File: src/rtl/core/ppa_pkg.sv
package ppa_pkg;

    // Pool geometry
    localparam int POOL_PAGES = 1024;
    localparam int PAGE_SHIFT = 12;

    // Fixed field widths
    localparam int ADDR_W    = 64;
    localparam int COUNT_W   = 11;
    localparam int RSV_W     = 11;
    localparam int CFG_IDX_W = 1;

    // Bitmap organization: one memory word holds the used bits of WORD_W pages
    localparam int WORD_W    = 32;
    localparam int WORD_BITS = $clog2(WORD_W);
    localparam int NUM_WORDS = (POOL_PAGES + WORD_W - 1) / WORD_W;
    localparam int WADDR_W   = (NUM_WORDS > 1) ? $clog2(NUM_WORDS) : 1;
    localparam int IDX_W     = WADDR_W + WORD_BITS;
    localparam int TAIL_BITS = POOL_PAGES - (NUM_WORDS - 1) * WORD_W;

    // Run lengths: a free run plus one more word of carry
    localparam int RUN_W = $clog2(POOL_PAGES + WORD_W + 1);
    localparam int LEN_W = WORD_BITS + 1;

    typedef enum logic [1:0] {
        ST_OK       = 2'd0,
        ST_NO_RUN   = 2'd1,
        ST_BAD_FREE = 2'd2,
        ST_ZERO     = 2'd3
    } t_status;

    typedef enum logic {
        FUNC_ALLOC = 1'b0,
        FUNC_FREE  = 1'b1
    } t_func;

    typedef enum logic [CFG_IDX_W-1:0] {
        CFG_POOL_BASE = 1'd0,
        CFG_RESERVED  = 1'd1
    } t_cfg_reg;

    typedef enum logic [2:0] {
        S_IDLE,
        S_SCAN,
        S_MARK,
        S_FREE_RANGE,
        S_FREE_CHK,
        S_CLEAR,
        S_RESP
    } t_state;

    // One bitmap access per cycle: a read and an optional write
    typedef struct packed {
        logic               wr_en;
        logic [WADDR_W-1:0] wr_addr;
        logic [WORD_W-1:0]  wr_data;
        logic [WADDR_W-1:0] rd_addr;
    } t_mem_req;

    // Outcome of evaluating one bitmap word during the free-run scan
    typedef struct packed {
        logic                 hit;
        logic [WORD_BITS-1:0] hit_bit;
        logic [RUN_W-1:0]     carry;
    } t_scan_res;

endpackage

File: src/rtl/core/ppa_bitmap.sv
module ppa_bitmap (
    input  logic                            i_clk,
    input  logic                            i_rst_n,
    input  ppa_pkg::t_mem_req               i_req,
    output logic [ppa_pkg::WORD_W-1:0]      o_rd_data
);

    logic [ppa_pkg::WORD_W-1:0]    r_mem [ppa_pkg::NUM_WORDS];
    logic [ppa_pkg::NUM_WORDS-1:0] r_valid;
    logic [ppa_pkg::WORD_W-1:0]    r_rd_data;

    // Write the word and register the read; a word never written reads as all free
    always_ff @(posedge i_clk) begin
        if (i_req.wr_en) begin
            r_mem[i_req.wr_addr] <= i_req.wr_data;
        end
        r_rd_data <= r_valid[i_req.rd_addr] ? r_mem[i_req.rd_addr] : '0;
    end

    // Track which words hold written data
    always_ff @(posedge i_clk) begin
        if (!i_rst_n) begin
            r_valid <= '0;
        end else if (i_req.wr_en) begin
            r_valid[i_req.wr_addr] <= 1'b1;
        end
    end

    assign o_rd_data = r_rd_data;

endmodule

File: src/rtl/core/ppa_run_eval.sv
module ppa_run_eval (
    input  logic [ppa_pkg::WORD_W-1:0] i_used,
    input  logic [ppa_pkg::RUN_W-1:0]  i_carry,
    input  logic [ppa_pkg::RUN_W-1:0]  i_need,
    output ppa_pkg::t_scan_res         o_res
);

    localparam int W     = ppa_pkg::WORD_W;
    localparam int STEPS = ppa_pkg::WORD_BITS;
    localparam int LW    = ppa_pkg::LEN_W;
    localparam int RW    = ppa_pkg::RUN_W;

    // len[s][j]: free pages ending at bit j, looking back at most 2^s bits
    logic [LW-1:0] len [STEPS+1][W];
    logic [RW-1:0] run [W];
    logic [W-1:0]  hit;

    genvar s, j;

    for (j = 0; j < W; j++) begin : g_init
        assign len[0][j] = i_used[j] ? '0 : LW'(1);
    end

    // Double the look-back window each step
    for (s = 0; s < STEPS; s++) begin : g_step
        for (j = 0; j < W; j++) begin : g_bit
            if (j >= (1 << s)) begin : g_join
                assign len[s+1][j] = (len[s][j] == LW'(1 << s))
                                   ? LW'(1 << s) + len[s][j-(1<<s)]
                                   : len[s][j];
            end else begin : g_pass
                assign len[s+1][j] = len[s][j];
            end
        end
    end

    // Extend runs that reach bit 0 with the run carried from lower words
    for (j = 0; j < W; j++) begin : g_run
        assign run[j] = (len[STEPS][j] == LW'(j + 1)) ? i_carry + RW'(j + 1)
                                                      : RW'(len[STEPS][j]);
        assign hit[j] = (run[j] >= i_need);
    end

    // Pick the lowest bit that completes a run
    always_comb begin
        o_res.hit_bit = '0;
        for (int k = W - 1; k >= 0; k--) begin
            if (hit[k]) begin
                o_res.hit_bit = ppa_pkg::WORD_BITS'(k);
            end
        end
        o_res.hit   = |hit;
        o_res.carry = (len[STEPS][W-1] == LW'(W)) ? i_carry + RW'(W)
                                                  : RW'(len[STEPS][W-1]);
    end

endmodule

File: src/rtl/core/bitmap_page_pool_allocator.sv
// First-fit page pool allocator. Each request returns one result. An allocate
// scans the used-page bitmap one 32-page word per cycle, starting at the word
// that holds the first non-reserved page, and stops at the word that completes
// the lowest free run of page_count pages; it then sets the run's bits one word
// per cycle. A free checks the range word by word and fails on any page that is
// not in use, then clears the range, one word per cycle per pass. The bitmap
// sits in a memory with one read and one write port and a registered read. A
// zero-count request or an allocate rejected up front goes straight to the
// response, as does a free that fails the range check. The bitmap is all free
// after reset with no clearing pass. The next request is taken while a
// finished result still waits at the output register.
module bitmap_page_pool_allocator (
    input  logic                              i_clk,
    input  logic                              i_rst_n,

    input  logic                              i_in_valid,
    output logic                              o_in_stall,
    input  logic                              i_func,
    input  logic [ppa_pkg::COUNT_W-1:0]       i_page_count,
    input  logic [ppa_pkg::ADDR_W-1:0]        i_free_addr,

    output logic                              o_out_valid,
    input  logic                              i_out_stall,
    output logic [ppa_pkg::ADDR_W-1:0]        o_alloc_addr,
    output logic [1:0]                        o_status,

    input  logic                              i_cfg_valid,
    output logic                              o_cfg_ready,
    input  logic [ppa_pkg::CFG_IDX_W-1:0]     i_cfg_index,
    input  logic [ppa_pkg::ADDR_W-1:0]        i_cfg_data
);

    localparam int W       = ppa_pkg::WORD_W;
    localparam int WB      = ppa_pkg::WORD_BITS;
    localparam int WA      = ppa_pkg::WADDR_W;
    localparam int IW      = ppa_pkg::IDX_W;
    localparam int RW      = ppa_pkg::RUN_W;
    localparam int AW      = ppa_pkg::ADDR_W;
    localparam int FI_W    = ppa_pkg::ADDR_W - ppa_pkg::PAGE_SHIFT;
    localparam logic [W-1:0] TAIL_USED = ~({W{1'b1}} >> (W - ppa_pkg::TAIL_BITS));
    localparam logic [WA-1:0] LAST_WORD = WA'(ppa_pkg::NUM_WORDS - 1);

    // Pages of word k that fall within first..last
    function automatic logic [W-1:0] range_mask(input logic [WA-1:0] k,
                                                input logic [IW-1:0] first,
                                                input logic [IW-1:0] last);
        logic [W-1:0] lo_part;
        logic [W-1:0] hi_part;
        lo_part = (k == first[IW-1:WB]) ? ({W{1'b1}} << first[WB-1:0]) : {W{1'b1}};
        hi_part = (k == last[IW-1:WB])
                ? ({W{1'b1}} >> (WB'(W - 1) - last[WB-1:0])) : {W{1'b1}};
        return lo_part & hi_part;
    endfunction

    // Control registers
    ppa_pkg::t_state                 r_state, n_state;
    logic                            r_pend, n_pend;
    logic                            r_out_valid;
    logic [AW-1:0]                   r_pool_base;
    logic [ppa_pkg::RSV_W-1:0]       r_reserved;

    // Payload registers
    logic [ppa_pkg::COUNT_W-1:0]     r_count;
    logic [AW-1:0]                   r_diff;
    logic [WA-1:0]                   r_word, n_word;
    logic [WA-1:0]                   r_ev_word;
    logic [RW-1:0]                   r_carry;
    logic [IW-1:0]                   r_first;
    logic [IW-1:0]                   r_last;
    logic [AW-1:0]                   r_res_addr;
    ppa_pkg::t_status                r_res_status;
    logic [AW-1:0]                   r_out_addr;
    ppa_pkg::t_status                r_out_status;

    // Datapath signals
    ppa_pkg::t_mem_req               mem_req;
    logic [W-1:0]                    rd_data;
    ppa_pkg::t_scan_res              scan_res;
    logic [W-1:0]                    used_eff;
    logic [W-1:0]                    wmask;
    logic [RW-1:0]                   lo_limit;
    logic [IW-1:0]                   lo_idx;
    logic [WA-1:0]                   lo_w;
    logic [IW-1:0]                   hit_end;
    logic [IW-1:0]                   hit_first;
    logic [FI_W-1:0]                 fidx;
    logic [31:0]                     fidx_lo;
    logic [31:0]                     fend;
    logic [IW-1:0]                   free_first;
    logic [IW-1:0]                   free_last;
    logic                            free_bad;
    logic                            in_accept;
    logic                            out_free;
    logic                            zero_cnt;
    logic                            alloc_reject;
    logic                            scan_hit;
    logic                            scan_miss;
    logic                            sweep_last;
    logic                            chk_bad;

    ppa_bitmap u_bitmap (
        .i_clk     (i_clk),
        .i_rst_n   (i_rst_n),
        .i_req     (mem_req),
        .o_rd_data (rd_data)
    );

    ppa_run_eval u_run_eval (
        .i_used  (used_eff),
        .i_carry (r_carry),
        .i_need  (RW'(r_count)),
        .o_res   (scan_res)
    );

    // Reserved limit, clamped to the pool
    assign lo_limit = (32'(r_reserved) > 32'(ppa_pkg::POOL_PAGES))
                    ? RW'(ppa_pkg::POOL_PAGES) : RW'(r_reserved);
    assign lo_idx   = IW'(lo_limit);
    assign lo_w     = lo_idx[IW-1:WB];

    assign in_accept    = i_in_valid && (r_state == ppa_pkg::S_IDLE);
    assign out_free     = !r_out_valid || !i_out_stall;
    assign zero_cnt     = (i_page_count == '0);
    assign alloc_reject = (32'(i_page_count) > 32'(ppa_pkg::POOL_PAGES))
                       || (32'(lo_limit) == 32'(ppa_pkg::POOL_PAGES));

    // Scan: treat reserved pages and pages past the pool as used
    always_comb begin
        used_eff = rd_data;
        if (r_ev_word == lo_w) begin
            used_eff = used_eff | ~({W{1'b1}} << lo_idx[WB-1:0]);
        end
        if (r_ev_word == LAST_WORD) begin
            used_eff = used_eff | TAIL_USED;
        end
    end

    assign scan_hit  = r_pend && scan_res.hit;
    assign scan_miss = r_pend && !scan_res.hit && (r_ev_word == LAST_WORD);
    assign hit_end   = {r_ev_word, scan_res.hit_bit};
    assign hit_first = hit_end + IW'(1) - IW'(r_count);

    // Sweep over the words of first..last
    assign wmask      = range_mask(r_ev_word, r_first, r_last);
    assign sweep_last = r_pend && (r_ev_word == r_last[IW-1:WB]);
    assign chk_bad    = r_pend && ((wmask & ~rd_data) != '0);

    // Free range checks on the page index
    assign fidx       = r_diff[AW-1:ppa_pkg::PAGE_SHIFT];
    assign fidx_lo    = 32'(fidx[RW-1:0]);
    assign fend       = fidx_lo + 32'(r_count);
    assign free_bad   = (fidx > FI_W'(ppa_pkg::POOL_PAGES))
                     || (fend > 32'(ppa_pkg::POOL_PAGES))
                     || (fidx_lo < 32'(lo_limit));
    assign free_first = IW'(fidx_lo);
    assign free_last  = IW'(fend - 32'd1);

    // Next state
    always_comb begin
        n_state = r_state;
        case (r_state)
            ppa_pkg::S_IDLE: begin
                if (in_accept) begin
                    if (zero_cnt) begin
                        n_state = ppa_pkg::S_RESP;
                    end else if (i_func == ppa_pkg::FUNC_FREE) begin
                        n_state = ppa_pkg::S_FREE_RANGE;
                    end else if (alloc_reject) begin
                        n_state = ppa_pkg::S_RESP;
                    end else begin
                        n_state = ppa_pkg::S_SCAN;
                    end
                end
            end
            ppa_pkg::S_SCAN: begin
                if (scan_hit) begin
                    n_state = ppa_pkg::S_MARK;
                end else if (scan_miss) begin
                    n_state = ppa_pkg::S_RESP;
                end
            end
            ppa_pkg::S_MARK: begin
                if (sweep_last) begin
                    n_state = ppa_pkg::S_RESP;
                end
            end
            ppa_pkg::S_FREE_RANGE: begin
                n_state = free_bad ? ppa_pkg::S_RESP : ppa_pkg::S_FREE_CHK;
            end
            ppa_pkg::S_FREE_CHK: begin
                if (chk_bad) begin
                    n_state = ppa_pkg::S_RESP;
                end else if (sweep_last) begin
                    n_state = ppa_pkg::S_CLEAR;
                end
            end
            ppa_pkg::S_CLEAR: begin
                if (sweep_last) begin
                    n_state = ppa_pkg::S_RESP;
                end
            end
            ppa_pkg::S_RESP: begin
                if (out_free) begin
                    n_state = ppa_pkg::S_IDLE;
                end
            end
            default: begin
                n_state = ppa_pkg::S_IDLE;
            end
        endcase
        // Read data is pending only while a sweep keeps going
        n_pend = (n_state == r_state) && (r_state inside {ppa_pkg::S_SCAN,
                 ppa_pkg::S_MARK, ppa_pkg::S_FREE_CHK, ppa_pkg::S_CLEAR});
    end

    // Next read address: jump to the start of a new sweep or advance one word
    always_comb begin
        n_word = r_word + WA'(1);
        case (r_state)
            ppa_pkg::S_IDLE: begin
                if (in_accept) begin
                    n_word = lo_w;
                end
            end
            ppa_pkg::S_SCAN: begin
                if (scan_hit) begin
                    n_word = hit_first[IW-1:WB];
                end
            end
            ppa_pkg::S_FREE_RANGE: begin
                n_word = free_first[IW-1:WB];
            end
            ppa_pkg::S_FREE_CHK: begin
                if (!chk_bad && sweep_last) begin
                    n_word = r_first[IW-1:WB];
                end
            end
            default: begin
                n_word = r_word + WA'(1);
            end
        endcase
    end

    // Outputs: stall and bitmap access
    always_comb begin
        o_in_stall      = (r_state != ppa_pkg::S_IDLE);
        mem_req.rd_addr = r_word;
        mem_req.wr_addr = r_ev_word;
        mem_req.wr_en   = 1'b0;
        mem_req.wr_data = rd_data | wmask;
        case (r_state)
            ppa_pkg::S_MARK: begin
                mem_req.wr_en = r_pend;
            end
            ppa_pkg::S_CLEAR: begin
                mem_req.wr_en   = r_pend;
                mem_req.wr_data = rd_data & ~wmask;
            end
            default: begin
                mem_req.wr_en = 1'b0;
            end
        endcase
    end

    // Control registers and configuration
    always_ff @(posedge i_clk) begin
        if (!i_rst_n) begin
            r_state     <= ppa_pkg::S_IDLE;
            r_pend      <= 1'b0;
            r_out_valid <= 1'b0;
            r_pool_base <= '0;
            r_reserved  <= '0;
        end else begin
            r_state <= n_state;
            r_pend  <= n_pend;
            if (r_state == ppa_pkg::S_RESP && out_free) begin
                r_out_valid <= 1'b1;
            end else if (!i_out_stall) begin
                r_out_valid <= 1'b0;
            end
            if (i_cfg_valid && o_cfg_ready) begin
                case (i_cfg_index)
                    ppa_pkg::CFG_POOL_BASE: r_pool_base <= i_cfg_data;
                    ppa_pkg::CFG_RESERVED:  r_reserved  <= i_cfg_data[ppa_pkg::RSV_W-1:0];
                    default: begin
                        r_reserved <= r_reserved;
                    end
                endcase
            end
        end
    end

    // Datapath registers
    always_ff @(posedge i_clk) begin
        r_word    <= n_word;
        r_ev_word <= r_word;
        case (r_state)
            ppa_pkg::S_IDLE: begin
                if (in_accept) begin
                    r_count    <= i_page_count;
                    r_diff     <= i_free_addr - r_pool_base;
                    r_carry    <= '0;
                    r_res_addr <= '0;
                    if (zero_cnt) begin
                        r_res_status <= ppa_pkg::ST_ZERO;
                    end else if (i_func == ppa_pkg::FUNC_ALLOC && alloc_reject) begin
                        r_res_status <= ppa_pkg::ST_NO_RUN;
                    end else begin
                        r_res_status <= ppa_pkg::ST_OK;
                    end
                end
            end
            ppa_pkg::S_SCAN: begin
                if (r_pend) begin
                    r_carry <= scan_res.carry;
                end
                if (scan_hit) begin
                    r_first <= hit_first;
                    r_last  <= hit_end;
                end else if (scan_miss) begin
                    r_res_status <= ppa_pkg::ST_NO_RUN;
                end
            end
            ppa_pkg::S_MARK: begin
                if (sweep_last) begin
                    r_res_addr <= r_pool_base + (AW'(r_first) << ppa_pkg::PAGE_SHIFT);
                end
            end
            ppa_pkg::S_FREE_RANGE: begin
                r_first <= free_first;
                r_last  <= free_last;
                if (free_bad) begin
                    r_res_status <= ppa_pkg::ST_BAD_FREE;
                end
            end
            ppa_pkg::S_FREE_CHK: begin
                if (chk_bad) begin
                    r_res_status <= ppa_pkg::ST_BAD_FREE;
                end
            end
            ppa_pkg::S_RESP: begin
                if (out_free) begin
                    r_out_addr   <= r_res_addr;
                    r_out_status <= r_res_status;
                end
            end
            default: begin
                r_carry <= r_carry;
            end
        endcase
    end

    assign o_out_valid  = r_out_valid;
    assign o_alloc_addr = r_out_addr;
    assign o_status     = r_out_status;
    assign o_cfg_ready  = 1'b1;

endmodule
File: config.mk
export PLATFORM = sky130hd
export DESIGN_NAME = bitmap_page_pool_allocator
export DESIGN_NICKNAME = d
export VERILOG_FILES = /design/src/rtl/core/ppa_pkg.sv /design/src/rtl/core/ppa_bitmap.sv /design/src/rtl/core/ppa_run_eval.sv /design/src/rtl/core/bitmap_page_pool_allocator.sv
export SDC_FILE = /design/constraint.sdc
export NUM_CORES = 2
export LEC_CHECK = 0
export BUFFER_PORTS_ARGS = -buffer_cell sky130_fd_sc_hd__buf_2
export CAP_MARGIN = 10
export CORE_MARGIN = 1
export CORE_UTILIZATION = 55
export DETAILED_ROUTE_END_ITERATION = 6
export GPL_TIMING_DRIVEN = 0
export HOLD_SLACK_MARGIN = 0.12
export PLACE_DENSITY = 0.72
export SLEW_MARGIN = 10
export SYNTH_ARGS = -nofsm -noshare
export SYNTH_HDL_FRONTEND = slang
export SYNTH_SLANG_ARGS = --single-unit
File: constraint.sdc
create_clock -name i_clk -period 15.5 [get_ports i_clk]
set_input_delay 1.55 -clock i_clk [delete_from_list [all_inputs] [get_ports i_clk]]
set_output_delay 1.55 -clock i_clk [all_outputs]
set_load 0.01 [all_outputs]
### Yosys cells after proc, flatten, opt, wreduce, memory -nomap -nowiden

Memory sizes are Yosys's and may differ from the RTL's. A register that Yosys moved wholly into a read port is not among the register bits.
Cells that the tools add are included.

* bitwise operators: 11
* reductions and logical operators: 39
* multipliers: 0
* multiplexer cells: 273
* eq/ne operators: 182
* $add $sub $neg: 169
* shifts and indexed selects: 3
* $lt $le $gt $ge: 40
* div/mod/pow operators: 0

Operators by type and width (number)
* $mux 6: 129
* $mux 11: 35
* $ge 11x11->1: 32
* $eq 6x1->1 const B: 32
* $eq 6x2->1 const B: 32
* $eq 6x3->1 const B: 32
* $eq 6x4->1 const B: 32
* $eq 6x5->1 const B: 32
* $add 1x6->6 const A: 31
* $add 2x6->6 const A: 30
* $add 11x5->11 const B: 16
* $mux 5: 35
* $add 3x6->6 const A: 28
* $add 4x6->6 const A: 24
* $mux 32: 4
* $mux 64: 2
* $pmux 64 s2: 1
* $add 5x6->6 const A: 16
* $and 32x32->32: 3
* $not 32->32: 3
* $or 32x32->32: 3
* $add 11x4->11 const B: 8
* $add 64x22->64: 1
* $shl 32x5->32 const A: 2
* 54 further kinds: 154

* bits in latches: 0
* bits in read-only memories: 0
* bits of input ports: 146
* memories kept: 1
* word-level logic and storage cells: 735
* RAM bits: 1024
* output and inout bits: 69
* register bits after elaboration: 360

Memories
* u_bitmap.r_mem: depth 32, bits a word 32, rd ports 1, clocked after memory_dff 1, write ports 1, RTL line ppa_bitmap.sv:8 `logic [ppa_pkg::WORD_W-1:0] r_mem [ppa_pkg::NUM_WORDS];`

### Logic depth before layout (Yosys ltp)

* depth in word-level cells: 56
* gate-level depth with buffers: 40

### By module

A second synthesis with hierarchy kept.

* cells, all modules: 6329
* area, all modules: 75820.2 um^2

By module, submodules not included
* ppa_bitmap: cells each 2090, area each 41481.0 um^2, times used 1
* bitmap_page_pool_allocator: cells each 1995, area each 19054.5 um^2, times used 1
* ppa_run_eval: cells each 2244, area each 15284.7 um^2, times used 1

### Worst setup path after synthesis

Ideal clock, no wire load.

* path kind: reg2reg
* from: register r_ev_word[2]
* to: register r_word[4]
* setup slack: 8191 ps
* cell stages (with the launch flop): 36
* data required time: 15367 ps
* data arrival time: 7176 ps
* path through: dfxtp_1 -> buf_2 -> xnor2_1 -> nand4_1 -> a32oi_2 -> buf_6 -> buf_6 -> buf_4 -> a31o_2 -> o21ai_1 -> o311ai_0 -> o221ai_1 -> nor3_1 -> nand3_1 -> nor2_1 -> ha_1 -> a211oi_1 -> nand3_1 -> a41oi_1 -> o21ai_0 -> or4b_1 -> or4_4 -> nand2b_1 -> nand3b_1 -> and3_1 -> ha_1 -> ha_1 -> a21oi_1 -> o21bai_1 -> a21o_1 -> a21o_1 -> a31oi_1 -> xnor2_1 -> nor2b_1 -> o31a_1 -> a2bb2oi_1

* word-level cells in the longest chain between the ends: 52
* elaborated cells on any way between the ends: 567

RTL lines
* from (decl): RTL line bitmap_page_pool_allocator.sv:66 `logic [WA-1:0] r_ev_word;`
* from (signal assigned): RTL line bitmap_page_pool_allocator.sv:296 `r_ev_word <= r_word;`
* $eq 5x5->1: RTL line bitmap_page_pool_allocator.sv:130 `if (r_ev_word == lo_w) begin`
* $mux 32: RTL line bitmap_page_pool_allocator.sv:130
* $mux 1: RTL line ppa_run_eval.sv:21 `assign len[0][j] = i_used[j] ? '0 : LW'(1);`
* $add 1x6->6 / $eq 6x1->1 (equally long branches): RTL line ppa_run_eval.sv:29, ppa_run_eval.sv:28
* $mux 6: RTL line ppa_run_eval.sv:29 `? LW'(1 << s) + len[s][j-(1<<s)]`
* $add 2x6->6 / $eq 6x2->1 (equally long branches): RTL line ppa_run_eval.sv:29, ppa_run_eval.sv:28
* $mux 6: RTL line ppa_run_eval.sv:29
* $add 3x6->6 / $eq 6x3->1 (equally long branches): RTL line ppa_run_eval.sv:29, ppa_run_eval.sv:28
* [6 not listed]
* $mux 11: RTL line ppa_run_eval.sv:39 `assign run[j] = (len[STEPS][j] == LW'(j + 1)) ? i_carry + RW'(j + 1)`
* $ge 11x11->1: RTL line ppa_run_eval.sv:41 `assign hit[j] = (run[j] >= i_need);`
* $mux 5 (32 in a row): RTL line ppa_run_eval.sv:48 `if (hit[k]) begin`
* $add 10x1->10: RTL line bitmap_page_pool_allocator.sv:141 `assign hit_first = hit_end + IW'(1) - IW'(r_count);`
* $sub 10x10->10: RTL line bitmap_page_pool_allocator.sv:141
* $mux 5: RTL line bitmap_page_pool_allocator.sv:226 `if (scan_hit) begin`
* $pmux 5 s4 *: RTL line bitmap_page_pool_allocator.sv:219 `case (r_state)`
* named net n_word[4]: RTL line bitmap_page_pool_allocator.sv:65 `logic [WA-1:0] r_word, n_word;`
* to (signal assigned): RTL line bitmap_page_pool_allocator.sv:295 `r_word <= n_word;`
* to (decl): RTL line bitmap_page_pool_allocator.sv:65

Mark *: on every way through the listed nets, which the timed path passes. The rest lies on a longest branch.
A chain may end at the register's enable or synchronous reset.

### Worst setup path after layout

* from: register r_reserved[10] in the netlist's numbering
* to: register r_word[4]

* word-level cells in the longest chain between the ends: 56
* elaborated cells on any way between the ends: 561

RTL lines
* from (decl): RTL line bitmap_page_pool_allocator.sv:60 `logic [ppa_pkg::RSV_W-1:0] r_reserved;`
* from (signal assigned): RTL line bitmap_page_pool_allocator.sv:284 `ppa_pkg::CFG_RESERVED: r_reserved <= i_cfg_data[ppa_pkg::RSV_W-1:0];`
* from (signal assigned): RTL line bitmap_page_pool_allocator.sv:286 `r_reserved <= r_reserved;`
* $gt 11x11->1 *: RTL line bitmap_page_pool_allocator.sv:116 `assign lo_limit = (32'(r_reserved) > 32'(ppa_pkg::POOL_PAGES))`
* $mux 11 *: RTL line bitmap_page_pool_allocator.sv:117 `? RW'(ppa_pkg::POOL_PAGES) : RW'(r_reserved);`
* $shl 32x5->32: RTL line bitmap_page_pool_allocator.sv:131 `used_eff = used_eff | ~({W{1'b1}} << lo_idx[WB-1:0]);`
* $not 32->32: RTL line bitmap_page_pool_allocator.sv:131
* $or 32x32->32: RTL line bitmap_page_pool_allocator.sv:131
* $mux 32: RTL line bitmap_page_pool_allocator.sv:130
* $mux 1: RTL line ppa_run_eval.sv:21
* $add 1x6->6 / $eq 6x1->1 (equally long branches): RTL line ppa_run_eval.sv:29, ppa_run_eval.sv:28
* [10 not listed]
* $mux 11: RTL line ppa_run_eval.sv:39
* $ge 11x11->1: RTL line ppa_run_eval.sv:41
* $mux 5 (32 in a row): RTL line ppa_run_eval.sv:48
* $add 10x1->10: RTL line bitmap_page_pool_allocator.sv:141
* $sub 10x10->10: RTL line bitmap_page_pool_allocator.sv:141
* $mux 5: RTL line bitmap_page_pool_allocator.sv:226
* $pmux 5 s4 *: RTL line bitmap_page_pool_allocator.sv:219
* named net n_word[4]: RTL line bitmap_page_pool_allocator.sv:65

Marked as above.

==> results.sh <==
export IMPL_fill_cells=10200
export IMPL_cts_clk_slew_worst_paths_ns=0.07
export IMPL_unrepaired_setup_endpoints_after_global_routing="false"
export IMPL_synthTopCellsByArea="sky130_fd_sc_hd__edfxtp_1 50%, sky130_fd_sc_hd__mux4_2 9.6%, sky130_fd_sc_hd__ha_1 8.0%, sky130_fd_sc_hd__dfxtp_1 4.1%, sky130_fd_sc_hd__nor2_1 3.1%"
export IMPL_wire_per_inst_um=31.4
export IMPL_htree_num_levels=4
export IMPL_clkLatencyLatePin_ns=0.78
export IMPL_avgSynthCellArea_um2=12.6
export IMPL_core_rowCount=135
export IMPL_coreArea_um2=136000
export IMPL_antenna_left=0
export IMPL_internal_power_mw=10.5
export IMPL_worstPathRequired_ns=16.14
export IMPL_synth_cell_types=123
export IMPL_drtIter0Drc=7383
export IMPL_die_height_um=373
export IMPL_layout_area_overhead_vs_synth_pct=13.2
export IMPL_netSwitchingFraction=0.467
export IMPL_grt_antenna_before_repair=13
export IMPL_ys_async_sr_fraction=0
export IMPL_sort_of_element_at_the_end_of_the_critical_path="flop"
export IMPL_detail_route_wirelength_um=262000
export IMPL_hold_buffers=0
export IMPL_place_detailed_hpwl_um=185000
export IMPL_global_route_wire_length_before_repair_um=376000
export IMPL_yosysWarningCount=0
export IMPL_global_placement_routability_congestion=1.04
export IMPL_clockBufferDepth=3
export IMPL_post_synth_top_area_fraction=0.495
export IMPL_slew_headroom=0.0612
export IMPL_worst_slew_pin_slew_ns=1.41
export IMPL_clockRootBuffer="sky130_fd_sc_hd__clkbuf_16"
export IMPL_power_frac_comb=0.585
export IMPL_critPathKind="reg2reg"
export IMPL_die_x_um=373
export IMPL_final_nets=7088
export IMPL_via_per_inst=6.80
export IMPL_finalCritPeriodShare=0.650
export IMPL_netlist_area_um2=75800
export IMPL_layout_drive_gt1_share=0.161
export IMPL_ir_drop_v=0.000145
export IMPL_synth_main_ff_cell="sky130_fd_sc_hd__edfxtp_1"
export IMPL_critical_path_max_stage_delay_ns=0.66
export IMPL_ys_seq_area_frac=0.536
export IMPL_final_hold_violating_endpoints=0
export IMPL_finClkSkew_ns=0.0548
export IMPL_outcome="completed"
export IMPL_drv_cap=0
export IMPL_drc=0
export IMPL_route_vias_total=56800
export IMPL_first_global_vias=54900
export IMPL_synth_most_common_cell="sky130_fd_sc_hd__edfxtp_1"
export IMPL_full_die_area_um2=139000
export IMPL_path_common_cell="sky130_fd_sc_hd__ha_1"
export IMPL_starting_density_of_the_core=0.557
export IMPL_first_pass_iters=6
export IMPL_yosys_register_bits=1404
export IMPL_clock_fmax_mhz=99.3
export IMPL_clockPowerShare=0.176
export IMPL_seqPwrFrac=0.239
export IMPL_final_setup_viol_count=0
export IMPL_power_switching_mw=9.14
export IMPL_cts_tree="done"
export IMPL_synthTopCellsByCount="1250 x sky130_fd_sc_hd__edfxtp_1, 634 x sky130_fd_sc_hd__nor2_1, 484 x sky130_fd_sc_hd__ha_1, 470 x sky130_fd_sc_hd__nand2_1, 324 x sky130_fd_sc_hd__mux4_2"
export IMPL_synth_cells=6017
export IMPL_total_leakage_power_nw=30.9
export IMPL_yosys_area_top_type="sky130_fd_sc_hd__edfxtp_1"
export IMPL_number_of_enable_flip_flop_cells_after_synthesis=1250
export IMPL_grt_use_total=0.372
export IMPL_hold_path_class="reg2reg"
export IMPL_cts_sinks=1404
export IMPL_design_power_total_mw=19.6
export IMPL_timing_setup_tns_ns=0
export IMPL_total_i_o_pin_count=215
export IMPL_grt_max_degree=65
export IMPL_cts_resized=0
export IMPL_cellPowerDensity_nw_per_um2=228
export IMPL_final_period_minus_worst_setup_slack_ns=10.07
export IMPL_worstPathMaxFanout=10
export IMPL_cp_data_arrival_time_ns=10.70
export IMPL_startpoint_type="flop"
export IMPL_tritoncts_num_buffers=142
export IMPL_cp_slowest_cell="sky130_fd_sc_hd__or4_4"
export IMPL_postSynthNetCount=6650
export IMPL_gr_total_overflow=0
export IMPL_buffers_inserted_during_post_cts_setup_optimization=0
export IMPL_final_max_slew_viol_count=0
export IMPL_port_buffers=211
[cell usage in the layout (no fill, tap or decap), drive strengths merged, types with 31 or more instances in the layout]
master     n
edfxtp  1250
nor2     643
ha       484
nand2    471
buf      374
clkbuf   366
mux4     324
a21oi    286
o21ai    241
xnor2    219
inv      171
dfxtp    154
xor2     112
nor3     108
nand3    103
a21o     102
a21boi    91
a31oi     85
o21a      81
nor2b     68
nand2b    65
clkinv    62
nand4     49
mux2i     48
a211oi    46
and3      37
nor4      35
or3       31
o22ai     31
[stage by stage]
stage               hold slack (ns)  cell area, um2  worst slack (ns)  utilization  std cells
floorplan                     0.329           75800              8.19            -       6017
global placement              0.333           79100              5.56        0.581       8009
detailed placement            0.344           81200              5.70        0.596       8091
CTS                           0.367           85800              5.68        0.630       8348
global route                  0.374           85900              5.07        0.631       8354
finish                        0.369           85900              5.43        0.631       8355
[worst paths after layout]
path                                             startpoint              endpoint  slack [ns]  cells after the start
worst max-delay path            r_reserved[10]$_SDFFE_PN0P_     r_word[4]$_DFF_P_        5.43                     32
worst min-delay path                      r_word[2]$_DFF_P_  r_ev_word[2]$_DFF_P_        0.37                      0
worst max register to register  r_reserved[10]$_SDFFE_PN0P_     r_word[4]$_DFF_P_        5.43                     32
worst min register to register            r_word[2]$_DFF_P_  r_ev_word[2]$_DFF_P_        0.37                      0
[worst max-delay path, delay by kind of cell (launching register included)]
kind,cells,cell delay [ns]
compound gates,14,4.15
fa+ha+maj,3,0.95
xor+xnor,2,0.60
flops,1,0.34
buf+inv,3,0.63
simple gates,10,3.27
[cell families (layout without fill, tap and decap cells)]
kind of cell               after synthesis  count (layout)  share of synthesized area
DFF                                   1404            1404                      0.536
other                                    1               7                  0.0000495
muxes                                  383             383                      0.104
buffers and inverters                  438             989                     0.0230
AOI/OAI and AO/OA                     1273            1273                      0.114
adders and majority gates              487             487                     0.0807
xor gates and xnor gates               331             331                     0.0383
and+or+nand+nor                       1700            1700                      0.104
[power groups by stage]
stage | combinational, mW | clock [mW] | sequential, mW
floorplan | 7.31 | 0 | 4.67
global placement | 10.7 | 0 | 4.77
detailed placement | 11.0 | 0 | 4.74
CTS | 11.1 | 3.47 | 4.66
global route | 12.3 | 3.59 | 4.68
finish | 11.5 | 3.45 | 4.67
[area by class of cell]
class / instances / area (um2) / area share
timing repair buffer: 294 / 2620 / 0.0306
multi-input combinational: 4175 / 33900 / 0.395
antenna: 6 / 15.0 / 0.000175
tap: 1781 / 2230 / 0.0260
sequential: 1404 / 40600 / 0.473
clock inverter: 81 / 881 / 0.0103
clock buffer: 176 / 3780 / 0.0441
inverter: 167 / 629 / 0.00733
buffer: 271 / 1130 / 0.0132
[sequential cells by signal (all words and copies together) (netlist names), 3 cells and up]
signal	count
r_pool_base	64
r_first	10
r_state	3
r_count	11
r_word	5
r_reserved	11
r_res_addr	64
o_alloc_addr	64
r_last	10
u_bitmap.o_rd_data	32
r_carry	11
r_ev_word	5
r_diff	52
u_bitmap.r_valid	32
u_bitmap.r_mem	1024
[per-layer routing]
metal	part of all wire	up-vias	global-route usage	wire length (um)
li1	-	24000	-	-
met1	0.39	28200	0.502	102000
met2	0.45	3903	0.581	119000
met3	0.11	788	0.0722	27700
met4	0.054	6	0.176	14100
met5	0.00015	-	0	39
Note: power is estimated with default switching activity, not from simulation.
